## src/rtl/stli_pkg.sv

```systemverilog
// ----------------------------------------------------------------------------
// stli_pkg
// Shared types and constants for the sorted-table linear interpolator.
// ----------------------------------------------------------------------------
package stli_pkg;

	localparam int KEY_W = 16;  // Q4.12
	localparam int VAL_W = 16;  // Q2.14

	localparam int MAX_POINTS_DEF = 16;

	// 0.295 in Q2.14
	localparam logic [VAL_W-1:0] DEFAULT_VALUE_RESET = 16'd4833;

	typedef enum logic [1:0] {
		OP_CLEAR  = 2'd0,
		OP_INSERT = 2'd1,
		OP_QUERY  = 2'd2,
		OP_NOP    = 2'd3
	} op_t;

	typedef struct packed {
		op_t              op;
		logic [KEY_W-1:0] key_value;
		logic [VAL_W-1:0] point_value;
	} req_t;

	typedef struct packed {
		logic [VAL_W-1:0] interp_result;
		logic             status;
	} rsp_t;

	typedef enum logic [3:0] {
		ST_IDLE,
		ST_INS_RD,
		ST_INS_CMP,
		ST_Q_CHK0,
		ST_Q_CHKN,
		ST_BS_RD,
		ST_BS_CMP,
		ST_F1,
		ST_F2,
		ST_DIV,
		ST_ADD,
		ST_DONE
	} state_t;

endpackage

```

## src/rtl/sorted_table_linear_interpolator_unit.sv

```systemverilog
// ----------------------------------------------------------------------------
// sorted_table_linear_interpolator_unit
// Sorted breakpoint table with clear, ordered insert and interpolating lookup.
// ----------------------------------------------------------------------------
// Usage:
//   req channel (req_valid / req_stall / req) takes one command beat: clear,
//   insert (key, value) or query key. req_stall is high while a command is
//   being worked on; one command is in flight at a time.
//   rsp channel (rsp_valid / rsp_stall / rsp) returns exactly one beat per
//   command from an output register. A new command is taken while a
//   finished response still waits; a held response only delays the next
//   command's completion.
//   cfg channel (cfg_valid / cfg_ready / cfg_data) writes the empty-table
//   default value; it is always ready and should be used while idle.
// Sequencing: clear, nop, refused insert and empty-table query go straight
//   to the response; insert moves each larger entry up one slot until a lower
//   or equal key stops the shift; a query clamped to the first or last entry
//   ends there, else a binary search takes at most ceil(log2(n+1)) probes,
//   one read at a time on the single read port of the table memory, then
//   the restoring divider yields one quotient bit per cycle.
// Reset clears the entry count and loads the default value 0.295 (Q2.14);
//   table contents are not cleared.
// ----------------------------------------------------------------------------
module sorted_table_linear_interpolator_unit #(
	parameter int MAX_POINTS = stli_pkg::MAX_POINTS_DEF
) (
	input  logic                          clk,
	input  logic                          arst_n,
	input  logic                          req_valid,
	output logic                          req_stall,
	input  stli_pkg::req_t                req,
	output logic                          rsp_valid,
	input  logic                          rsp_stall,
	output stli_pkg::rsp_t                rsp,
	input  logic                          cfg_valid,
	output logic                          cfg_ready,
	input  logic [stli_pkg::VAL_W-1:0]    cfg_data
);
	import stli_pkg::*;

	localparam int AW = (MAX_POINTS > 1) ? $clog2(MAX_POINTS) : 1;
	localparam int CW = $clog2(MAX_POINTS + 1);
	localparam logic [CW-1:0] MAXC = CW'(MAX_POINTS);

	// table memories
	logic [KEY_W-1:0] key_mem [MAX_POINTS];
	logic [VAL_W-1:0] val_mem [MAX_POINTS];

	state_t state_q, state_d;

	logic [CW-1:0]    count_q, count_d;
	logic [CW-1:0]    pos_q, pos_d;
	logic [CW-1:0]    lo_q, lo_d, hi_q, hi_d, mid;
	logic [KEY_W-1:0] key_q, key_d;
	logic [VAL_W-1:0] val_q, val_d;
	logic [KEY_W-1:0] k1_q, k1_d;
	logic [VAL_W-1:0] v1_q, v1_d;
	logic [KEY_W-1:0] den_q, den_d;
	logic [KEY_W-1:0] rem_q, rem_d;
	logic [VAL_W-1:0] dq_q, dq_d;
	logic             neg_q, neg_d;
	logic [3:0]       cnt_q, cnt_d;
	logic [VAL_W-1:0] res_q, res_d;
	logic             status_q, status_d;
	logic [VAL_W-1:0] default_q;

	logic [AW-1:0]    rd_addr;
	logic [KEY_W-1:0] rd_key_q;
	logic [VAL_W-1:0] rd_val_q;
	logic             mem_we;
	logic [AW-1:0]    mem_waddr;
	logic [KEY_W-1:0] mem_wkey;
	logic [VAL_W-1:0] mem_wval;

	logic             rsp_valid_q;
	rsp_t             rsp_q;
	logic             rsp_load;

	logic [VAL_W-1:0]   dv_mag;
	logic [KEY_W-1:0]   dk;
	logic [2*VAL_W-1:0] prod;
	logic [KEY_W:0]     trial, diff;
	logic               ge;

	assign req_stall = (state_q != ST_IDLE);
	assign cfg_ready = 1'b1;
	assign rsp_valid = rsp_valid_q;
	assign rsp       = rsp_q;

	assign mid = lo_q + ((hi_q - lo_q) >> 1);

	// interpolation operands, taken when the upper point arrives
	assign dk     = key_q - k1_q;
	assign dv_mag = (rd_val_q < v1_q) ? (v1_q - rd_val_q) : (rd_val_q - v1_q);
	assign prod   = (2*VAL_W)'(dk) * (2*VAL_W)'(dv_mag);

	// one restoring divide step
	assign trial = {rem_q, dq_q[VAL_W-1]};
	assign diff  = trial - {1'b0, den_q};
	assign ge    = (trial >= {1'b0, den_q});

	always_comb begin
		state_d   = state_q;
		count_d   = count_q;
		pos_d     = pos_q;
		lo_d      = lo_q;
		hi_d      = hi_q;
		key_d     = key_q;
		val_d     = val_q;
		k1_d      = k1_q;
		v1_d      = v1_q;
		den_d     = den_q;
		rem_d     = rem_q;
		dq_d      = dq_q;
		neg_d     = neg_q;
		cnt_d     = cnt_q;
		res_d     = res_q;
		status_d  = status_q;
		rd_addr   = '0;
		mem_we    = 1'b0;
		mem_waddr = pos_q[AW-1:0];
		mem_wkey  = key_q;
		mem_wval  = val_q;
		rsp_load  = 1'b0;

		case (state_q)
			ST_IDLE: begin
				if (req_valid) begin
					key_d    = req.key_value;
					val_d    = req.point_value;
					res_d    = '0;
					status_d = 1'b0;
					case (req.op)
						OP_CLEAR: begin
							count_d = '0;
							state_d = ST_DONE;
						end
						OP_INSERT: begin
							if (count_q >= MAXC) begin
								status_d = 1'b1;
								state_d  = ST_DONE;
							end else begin
								pos_d   = count_q;
								state_d = ST_INS_RD;
							end
						end
						OP_QUERY: begin
							if (count_q == '0) begin
								res_d   = default_q;
								state_d = ST_DONE;
							end else begin
								rd_addr = '0;
								state_d = ST_Q_CHK0;
							end
						end
						default: state_d = ST_DONE;
					endcase
				end
			end
			ST_INS_RD: begin
				if (pos_q == '0) begin
					mem_we  = 1'b1;
					count_d = count_q + 1'b1;
					state_d = ST_DONE;
				end else begin
					rd_addr = AW'(pos_q - 1'b1);
					state_d = ST_INS_CMP;
				end
			end
			ST_INS_CMP: begin
				mem_we = 1'b1;
				if (rd_key_q > key_q) begin
					// move the larger entry up one slot
					mem_wkey = rd_key_q;
					mem_wval = rd_val_q;
					pos_d    = pos_q - 1'b1;
					state_d  = ST_INS_RD;
				end else begin
					count_d = count_q + 1'b1;
					state_d = ST_DONE;
				end
			end
			ST_Q_CHK0: begin
				if (key_q <= rd_key_q) begin
					res_d   = rd_val_q;
					state_d = ST_DONE;
				end else begin
					rd_addr = AW'(count_q - 1'b1);
					state_d = ST_Q_CHKN;
				end
			end
			ST_Q_CHKN: begin
				if (key_q >= rd_key_q) begin
					res_d   = rd_val_q;
					state_d = ST_DONE;
				end else begin
					lo_d    = '0;
					hi_d    = count_q;
					state_d = ST_BS_RD;
				end
			end
			ST_BS_RD: begin
				if (lo_q < hi_q) begin
					rd_addr = mid[AW-1:0];
					state_d = ST_BS_CMP;
				end else begin
					// lo is the first key above the query; lower point sits below it
					rd_addr = AW'(lo_q - 1'b1);
					state_d = ST_F1;
				end
			end
			ST_BS_CMP: begin
				if (rd_key_q > key_q) begin
					hi_d = mid;
				end else begin
					lo_d = mid + 1'b1;
				end
				state_d = ST_BS_RD;
			end
			ST_F1: begin
				k1_d    = rd_key_q;
				v1_d    = rd_val_q;
				rd_addr = lo_q[AW-1:0];
				state_d = ST_F2;
			end
			ST_F2: begin
				den_d   = rd_key_q - k1_q;
				neg_d   = (rd_val_q < v1_q);
				rem_d   = prod[2*VAL_W-1:VAL_W];
				dq_d    = prod[VAL_W-1:0];
				cnt_d   = '0;
				state_d = ST_DIV;
			end
			ST_DIV: begin
				rem_d = ge ? diff[KEY_W-1:0] : trial[KEY_W-1:0];
				dq_d  = {dq_q[VAL_W-2:0], ge};
				cnt_d = cnt_q + 1'b1;
				if (cnt_q == 4'hf) begin
					state_d = ST_ADD;
				end
			end
			ST_ADD: begin
				res_d   = neg_q ? (v1_q - dq_q) : (v1_q + dq_q);
				state_d = ST_DONE;
			end
			ST_DONE: begin
				if (!rsp_valid_q || !rsp_stall) begin
					rsp_load = 1'b1;
					state_d  = ST_IDLE;
				end
			end
			default: state_d = ST_IDLE;
		endcase
	end

	always_ff @(posedge clk or negedge arst_n) begin
		if (!arst_n) begin
			state_q     <= ST_IDLE;
			count_q     <= '0;
			rsp_valid_q <= 1'b0;
			default_q   <= DEFAULT_VALUE_RESET;
		end else begin
			state_q <= state_d;
			count_q <= count_d;
			if (rsp_load) begin
				rsp_valid_q <= 1'b1;
			end else if (!rsp_stall) begin
				rsp_valid_q <= 1'b0;
			end
			if (cfg_valid && cfg_ready) begin
				default_q <= cfg_data;
			end
		end
	end

	always_ff @(posedge clk) begin
		pos_q    <= pos_d;
		lo_q     <= lo_d;
		hi_q     <= hi_d;
		key_q    <= key_d;
		val_q    <= val_d;
		k1_q     <= k1_d;
		v1_q     <= v1_d;
		den_q    <= den_d;
		rem_q    <= rem_d;
		dq_q     <= dq_d;
		neg_q    <= neg_d;
		cnt_q    <= cnt_d;
		res_q    <= res_d;
		status_q <= status_d;
		if (rsp_load) begin
			rsp_q.interp_result <= res_q;
			rsp_q.status        <= status_q;
		end
	end

	always_ff @(posedge clk) begin
		rd_key_q <= key_mem[rd_addr];
		rd_val_q <= val_mem[rd_addr];
		if (mem_we) begin
			key_mem[mem_waddr] <= mem_wkey;
			val_mem[mem_waddr] <= mem_wval;
		end
	end

	// checks
	a_count_bound: assert property (@(posedge clk) disable iff (!arst_n)
		count_q <= MAXC)
		else $error("entry count above table size");

	a_bs_window: assert property (@(posedge clk) disable iff (!arst_n)
		(state_q == ST_BS_RD) |-> (lo_q <= hi_q && hi_q <= count_q))
		else $error("search window out of range");

	a_bracket: assert property (@(posedge clk) disable iff (!arst_n)
		(state_q == ST_F1) |-> (lo_q != '0 && lo_q < count_q))
		else $error("bracketing index outside table");

	a_div_rem: assert property (@(posedge clk) disable iff (!arst_n)
		(state_q == ST_DIV) |-> (den_q != '0 && rem_q < den_q))
		else $error("divider remainder not below divisor");

	a_hold_done: assert property (@(posedge clk) disable iff (!arst_n)
		(state_q == ST_DONE && rsp_valid_q && rsp_stall) |=> (state_q == ST_DONE))
		else $error("response dropped while output held");

endmodule
```

## config.mk

```make
export PLATFORM = sky130hd
export DESIGN_NAME = sorted_table_linear_interpolator_unit
export DESIGN_NICKNAME = d
export VERILOG_FILES = /design/src/rtl/stli_pkg.sv /design/src/rtl/sorted_table_linear_interpolator_unit.sv
export SDC_FILE = /design/constraint.sdc
export NUM_CORES = 2
export LEC_CHECK = 0
export ABC_AREA = 1
export ABC_CLOCK_PERIOD_IN_PS = 10220
export BUFFER_PORTS_ARGS = -buffer_cell sky130_fd_sc_hd__buf_2
export CORE_MARGIN = 2
export CORE_UTILIZATION = 28
export CTS_CLUSTER_SIZE = 14
export DETAILED_ROUTE_END_ITERATION = 7
export GPL_ROUTABILITY_DRIVEN = 0
export PLACE_DENSITY_LB_ADDON = 0.3
export SLEW_MARGIN = 25
export SYNTH_ARGS = -nofsm -noshare
export SYNTH_HDL_FRONTEND = slang
export SYNTH_SLANG_ARGS = --single-unit
export TNS_END_PERCENT = 5
```

## constraint.sdc

```tcl
create_clock -name clk -period 10.22 [get_ports clk]
set_clock_uncertainty 0.15 [all_clocks]
set_input_delay 2.044 -clock clk [delete_from_list [all_inputs] [get_ports clk]]
set_output_delay 2.044 -clock clk [all_outputs]
set_load 0.01 [all_outputs]
```

# Word level (Yosys, flattened, before mapping)
# Memory sizes are Yosys's and may differ from the RTL's. A register that Yosys moved wholly into a read port is not among the register bits.
# Cells that the tools add are included.
dict set report word_totals {
  regBits 192
  mem_bits_rw 512
  inputBits 55
  output_inout_bits 20
  wordCells 151
  n_memories 2
}
dict set report op_classes {
  addsub 15
  multipliers 1
  magnitude_cmp 7
  n_eq_ne 29
  n_mux 57
  reduce_logical 20
}
# memory words word_bits read_ports rd_ports_with_merged_regs write_ports line
set mem_list {}
lappend mem_list {key_mem 16 16 1 1 1 sorted_table_linear_interpolator_unit.sv:46} ;# logic [KEY_W-1:0] key_mem [MAX_POINTS];
lappend mem_list {val_mem 16 16 1 1 1 sorted_table_linear_interpolator_unit.sv:47} ;# logic [VAL_W-1:0] val_mem [MAX_POINTS];
# op n
set op_table {}
lappend op_table {{$mux 16} 12}
lappend op_table {{$sub 16x16->16} 6}
lappend op_table {{$pmux 16 s2} 2}
lappend op_table {{$pmux 16 s4} 1}
lappend op_table {{$mux 5} 12}
lappend op_table {{$mux 4} 12}
lappend op_table {{$pmux 4 s12} 1}
lappend op_table {{$mul 16x16->32} 1}
lappend op_table {{$pmux 5 s2} 3}
lappend op_table {{$ne 2x2->1 const B} 12}
lappend op_table {{$eq 4x4->1 const B} 5}
lappend op_table {{$ge 17x16->1} 1}
lappend op_table {{$add 16x16->16} 1}
lappend op_table {{$eq 4x3->1 const B} 4}
lappend op_table {{$ge 16x16->1} 1}
lappend op_table {{$gt 16x16->1} 1}
lappend op_table {{$le 16x16->1} 1}
lappend op_table {{$lt 16x16->1} 1}
lappend op_table {{$pmux 4 s2} 2}
lappend op_table {{$pmux 4 s4} 1}
lappend op_table {{$pmux 5 s3} 1}
lappend op_table {{$add 5x1->5 const B} 2}
lappend op_table {{$logic_not 5->1} 2}
lappend op_table {{$reduce_and 5->1} 2}
lappend op_table {{24 further kinds} 42}

# Depth between registers and ports, before layout
dict set report depth {
  depth_word 5
  mapped_depth 39
  ltp_nobuf 38
}

# Least setup slack after synthesis
# OpenSTA, ideal clock, no wires.
dict set report synth_timing {
  path_kind {reg2reg}
  start {register v1_q[1]}
  end {register rem_q[7] (data pin)}
  t_arrival_ps 6942
  slack_ps 2873
  stages_incl_launch_ff 32
  n_path_buf 1
  path_cell_list {edfxtp_1 fa_1 o21ai_1 a31o_2 nand3_1 nand2_2 inv_2 or2_2 o21ai_1 buf_4 nand2_1 fa_1 fa_1 fa_1 fa_1 inv_1 fa_1 inv_1 fa_1 inv_1 ha_1 nand2_1 nor2_1 nor2_1 nand3_1 a21oi_1 o21bai_1 nand2_1 nand2_1 or2_2 nand3_1 nand2_1}
}
dict set report synth_via {
  elab_chain_cells 4
}
# element line
set synth_lines {}
lappend synth_lines {{start: declaration} sorted_table_linear_interpolator_unit.sv:57} ;# logic [VAL_W-1:0] v1_q, v1_d;
lappend synth_lines {{start signal: assignment} sorted_table_linear_interpolator_unit.sv:283} ;# v1_q <= v1_d;
lappend synth_lines {{$sub 16x16->16 or $lt 16x16->1 (tied branches)} sorted_table_linear_interpolator_unit.sv:94} ;# assign dv_mag = (rd_val_q < v1_q) ? (v1_q - rd_val_q) : (rd_val_q - v1_q);
lappend synth_lines {{$mux 16 (*)} sorted_table_linear_interpolator_unit.sv:94}
lappend synth_lines {{$mul 16x16->32 (*)} sorted_table_linear_interpolator_unit.sv:95} ;# assign prod = (2*VAL_W)'(dk) * (2*VAL_W)'(dv_mag);
lappend synth_lines {{$pmux 16 s2 (*)} sorted_table_linear_interpolator_unit.sv:126} ;# case (state_q)
lappend synth_lines {{via rem_d[7]} sorted_table_linear_interpolator_unit.sv:59} ;# logic [KEY_W-1:0] rem_q, rem_d;
lappend synth_lines {{end signal: assignment} sorted_table_linear_interpolator_unit.sv:285} ;# rem_q <= rem_d;
lappend synth_lines {{end: declaration} sorted_table_linear_interpolator_unit.sv:59}
# The timed path passes the listed nets; every way through them passes the cells marked *.
# A chain may end at the register's enable or synchronous reset.

# Worst setup path in the final report
dict set report layout_timing {
  start {register rd_val_q[0] (read register of val_mem)}
  end {register rem_q[15] (data pin)}
}
dict set report layout_via {
  elab_chain_cells 4
}
# element line
set layout_lines {}
lappend layout_lines {{start: declaration} sorted_table_linear_interpolator_unit.sv:69} ;# logic [VAL_W-1:0] rd_val_q;
lappend layout_lines {{$sub 16x16->16 or $lt 16x16->1 (tied branches)} sorted_table_linear_interpolator_unit.sv:94}
lappend layout_lines {{$mux 16 (*)} sorted_table_linear_interpolator_unit.sv:94}
lappend layout_lines {{$mul 16x16->32 (*)} sorted_table_linear_interpolator_unit.sv:95}
lappend layout_lines {{$pmux 16 s2 (*)} sorted_table_linear_interpolator_unit.sv:126}
lappend layout_lines {{via rem_d[15]} sorted_table_linear_interpolator_unit.sv:59}
# Marks and branches as above.

==> impl_metrics.tcl <==
set metrics [dict create \
    timing.final.hold_violations 0 \
    start_kind "flop" \
    root_buffer "sky130_fd_sc_hd__clkbuf_16" \
    synthArstFlopShare 0.0353 \
    critical_path_arrival_ps 8980 \
    synthesis.yosys.warnings 0 \
    number_of_flops_mapped_to_enable_cells_by_yosys 678 \
    cp_slowest_cell "sky130_fd_sc_hd__fa_1" \
    layout_min_cycle_time_ps 8730 \
    first_global_vias 32078 \
    holdCritPathClass "reg -> reg" \
    share_of_cells_above_drive_strength_1 0.0745 \
    cts-buffers-inserted 84 \
    cts_buffer_depth 3 \
    critical_path_data_required_time_ps 10480 \
    htreeDepth 3 \
    critical_path_class "reg -> reg" \
    run_status "finished, final reports clean" \
    ys_dominant_reg_cell "sky130_fd_sc_hd__edfxtp_1" \
    post-route-period-util 0.854 \
    mostFrequentLayoutCell "sky130_fd_sc_hd__inv_1" \
    clk_pin_slew_ps 60 \
    routed_wire_length_per_instance_um 19.2 \
    top_level_ports 75 \
    synth_seq_area_share 0.479 \
    grt_usage 0.163 \
    most-common-layout-cells "860 x sky130_fd_sc_hd__inv_1, 846 x sky130_fd_sc_hd__nand2_1, 678 x sky130_fd_sc_hd__edfxtp_1" \
    cts_resized 0 \
    clk_latency_ps 690 \
    flow.area_growth_from_synthesis_pct 12.6 \
    drtAntennaViolNets 0 \
    detail_route.drc_violations 0 \
    fmaxAchievable_mhz 115 \
    synthCells 4734 \
    fp.dieW_um 406 \
    worst_pin_slew_ps 1120 \
    initial_core_utilization 0.282 \
    cts_hold_repair.buffers 0 \
    synth.lib_cells_used.distinct 58 \
    design.final.nets 5272 \
    drv_slew 0 \
    grt_start_max_net_pins 189 \
    detailedRoute.firstIterationViolations 3201 \
    postRouteWirelength_mm 134 \
    clock_sink_count 736 \
    cts_tree "done" \
    cp_slowest_stage_delay_ps 610 \
    post-dp-hpwl_mm 88.9 \
    grt_overflow_total 0 \
    synthesis.area_per_instance_sq_um 9.54 \
    crit_path_most_repeated_cell "sky130_fd_sc_hd__nand2_1" \
    mappedNetlistNets 5225 \
    floorplan.die.height_um 406 \
    vias 32909 \
    syn-cell-area_sq_mm 0.0452 \
    die-area_sq_mm 0.165 \
    grt_first_pass_wirelength_mm 202 \
    placement_rows 147 \
    remaining_max_slew_budget_at_the_tightest_pin 0.256 \
    timing.critical_path.fanout_max 17 \
    route.detailed.vias_per_inst 4.69 \
    count_of_tritonroute_iterations_in_the_first_routing_pass 5 \
    maxCapViolCount 0 \
    numPortBuffers 73 \
    fp.coreArea_sq_mm 0.160 \
    initial_antenna_violation_count 11 \
    postSynthRegisterBits 736 \
    worst_setup_path_end_kind "flop" \
    grt_setup_unrepaired "no" \
    postCtsSetupRepairBufs 0 \
    setup-tns-final_ps 0 \
    final-setup-viol-count 0 \
]
-- metal layers --
| metal | GRT usage | routed length (um) | share of wire | vias to the layer above |
|---|---|---|---|---|
| met5 | 0 | 56 | 0.00042 | - |
| met3 | 0.0327 | 9650 | 0.072 | 202 |
| met4 | 0.0440 | 3470 | 0.026 | 10 |
| met1 | 0.222 | 59300 | 0.44 | 16062 |
| li1 | - | - | - | 15598 |
| met2 | 0.263 | 61900 | 0.46 | 1037 |
-- cell type report --
type                    instances  area [sq um]
inverters                     874          3280
clock inverters                33           400
flip-flops and latches        736         21700
diodes                          2          5.00
well taps                    2160          2700
clock buffers                 120          2350
multi-input cells            2944         19500
repair buffers                141           946
fillers                     16578        110000
-- worst max-delay path: cells and delay by family (launching register included) --
kind                       cells  cell delay, ps
AOI/OAI and AO/OA              6            1470
adders and majority gates      9            4060
buffers and inverters          6             810
and+or+nand+nor               12            1590
DFF                            1             350
-- flip-flops by register name (all words and copies together) (netlist names), 16 cells and up --
signal,flops
val_mem,256
rem_q,16
k1_q,16
key_mem,256
default_q,16
den_q,16
rd_val_q,16
v1_q,16
key_q,16
dq_q,16
res_q,16
rd_key_q,16
rsp,17
val_q,16
-- cells by family (layout without fill, tap and decap cells) --
family	count (synthesis)	after routing	share of synthesized area
other	1	3	0.0000830
buffers and inverters	1054	1168	0.0951
muxes	13	13	0.00324
and+or+nand+nor	1963	1963	0.193
adders and majority gates	436	436	0.154
AOI/OAI and AO/OA	418	418	0.0523
DFF	736	736	0.479
xor gates and xnor gates	113	113	0.0221
-- worst paths after layout --
kind                                      from                   endpoint  slack (ps)  cells past startpoint
max                        rd_val_q[0]$_DFF_P_        rem_q[15]$_DFFE_PP_        1490                     33
min                        res_q[11]$_DFFE_PP_          rsp[12]$_DFFE_PP_         270                      0
max reg2reg                rd_val_q[0]$_DFF_P_        rem_q[15]$_DFFE_PP_        1490                     33
min reg2reg                res_q[11]$_DFFE_PP_          rsp[12]$_DFFE_PP_         270                      0
max in group asynchronous               arst_n  default_q[15]$_DFFE_PN0P_        8220                      1
min in group asynchronous               arst_n     count_q[4]$_DFFE_PN0P_        1250                      1
-- through the flow --
step / setup slack (ps) / instances / utilization / cell area [sq um] / hold slack (ps)
final: 1490 / 7010 / 0.317 / 50900 / 265
after global routing: 937 / 7008 / 0.317 / 50900 / 270
after CTS: 1410 / 7008 / 0.317 / 50800 / 261
after detailed placement: 1430 / 6855 / 0.300 / 48100 / 255
after global placement: 1570 / 6851 / 0.299 / 47900 / 254
after floorplan: 2870 / 4734 / - / 45200 / 250
-- cell usage after synthesis (all sizes together) (4+ instances only) --
| master | count | area [sq um] |
|---|---|---|
| a211oi | 6 | 45.0 |
| a21o | 10 | 75.1 |
| a21boi | 7 | 52.6 |
| mux2 | 13 | 146 |
| o21ai | 153 | 777 |
| nand2 | 853 | 3220 |
| xor2 | 78 | 691 |
| nand3 | 659 | 3300 |
| o31ai | 9 | 67.6 |
| o221ai | 5 | 43.8 |
| ha | 234 | 2930 |
| o21a | 6 | 45.0 |
| clkinv | 8 | 30.0 |
| nand4 | 13 | 81.3 |
| buf | 142 | 872 |
| nand3b | 97 | 728 |
| and2 | 4 | 25.0 |
| a21oi | 166 | 835 |
| a221oi | 4 | 35.0 |
| a31oi | 10 | 62.6 |
| nor3 | 34 | 186 |
| inv | 866 | 3250 |
| clkbuf | 38 | 143 |
| edfxtp | 678 | 20400 |
| fa | 202 | 4040 |
| o211ai | 19 | 143 |
| dfxtp | 32 | 641 |
| nor2 | 284 | 1080 |
| dfrtp | 20 | 500 |
| or2 | 15 | 93.8 |
| xnor2 | 35 | 307 |
| o21bai | 10 | 75.1 |
| dfstp | 6 | 158 |
Power is not shown: default switching activity piles up to over one toggle a cycle in this logic, so the estimate is an artifact.
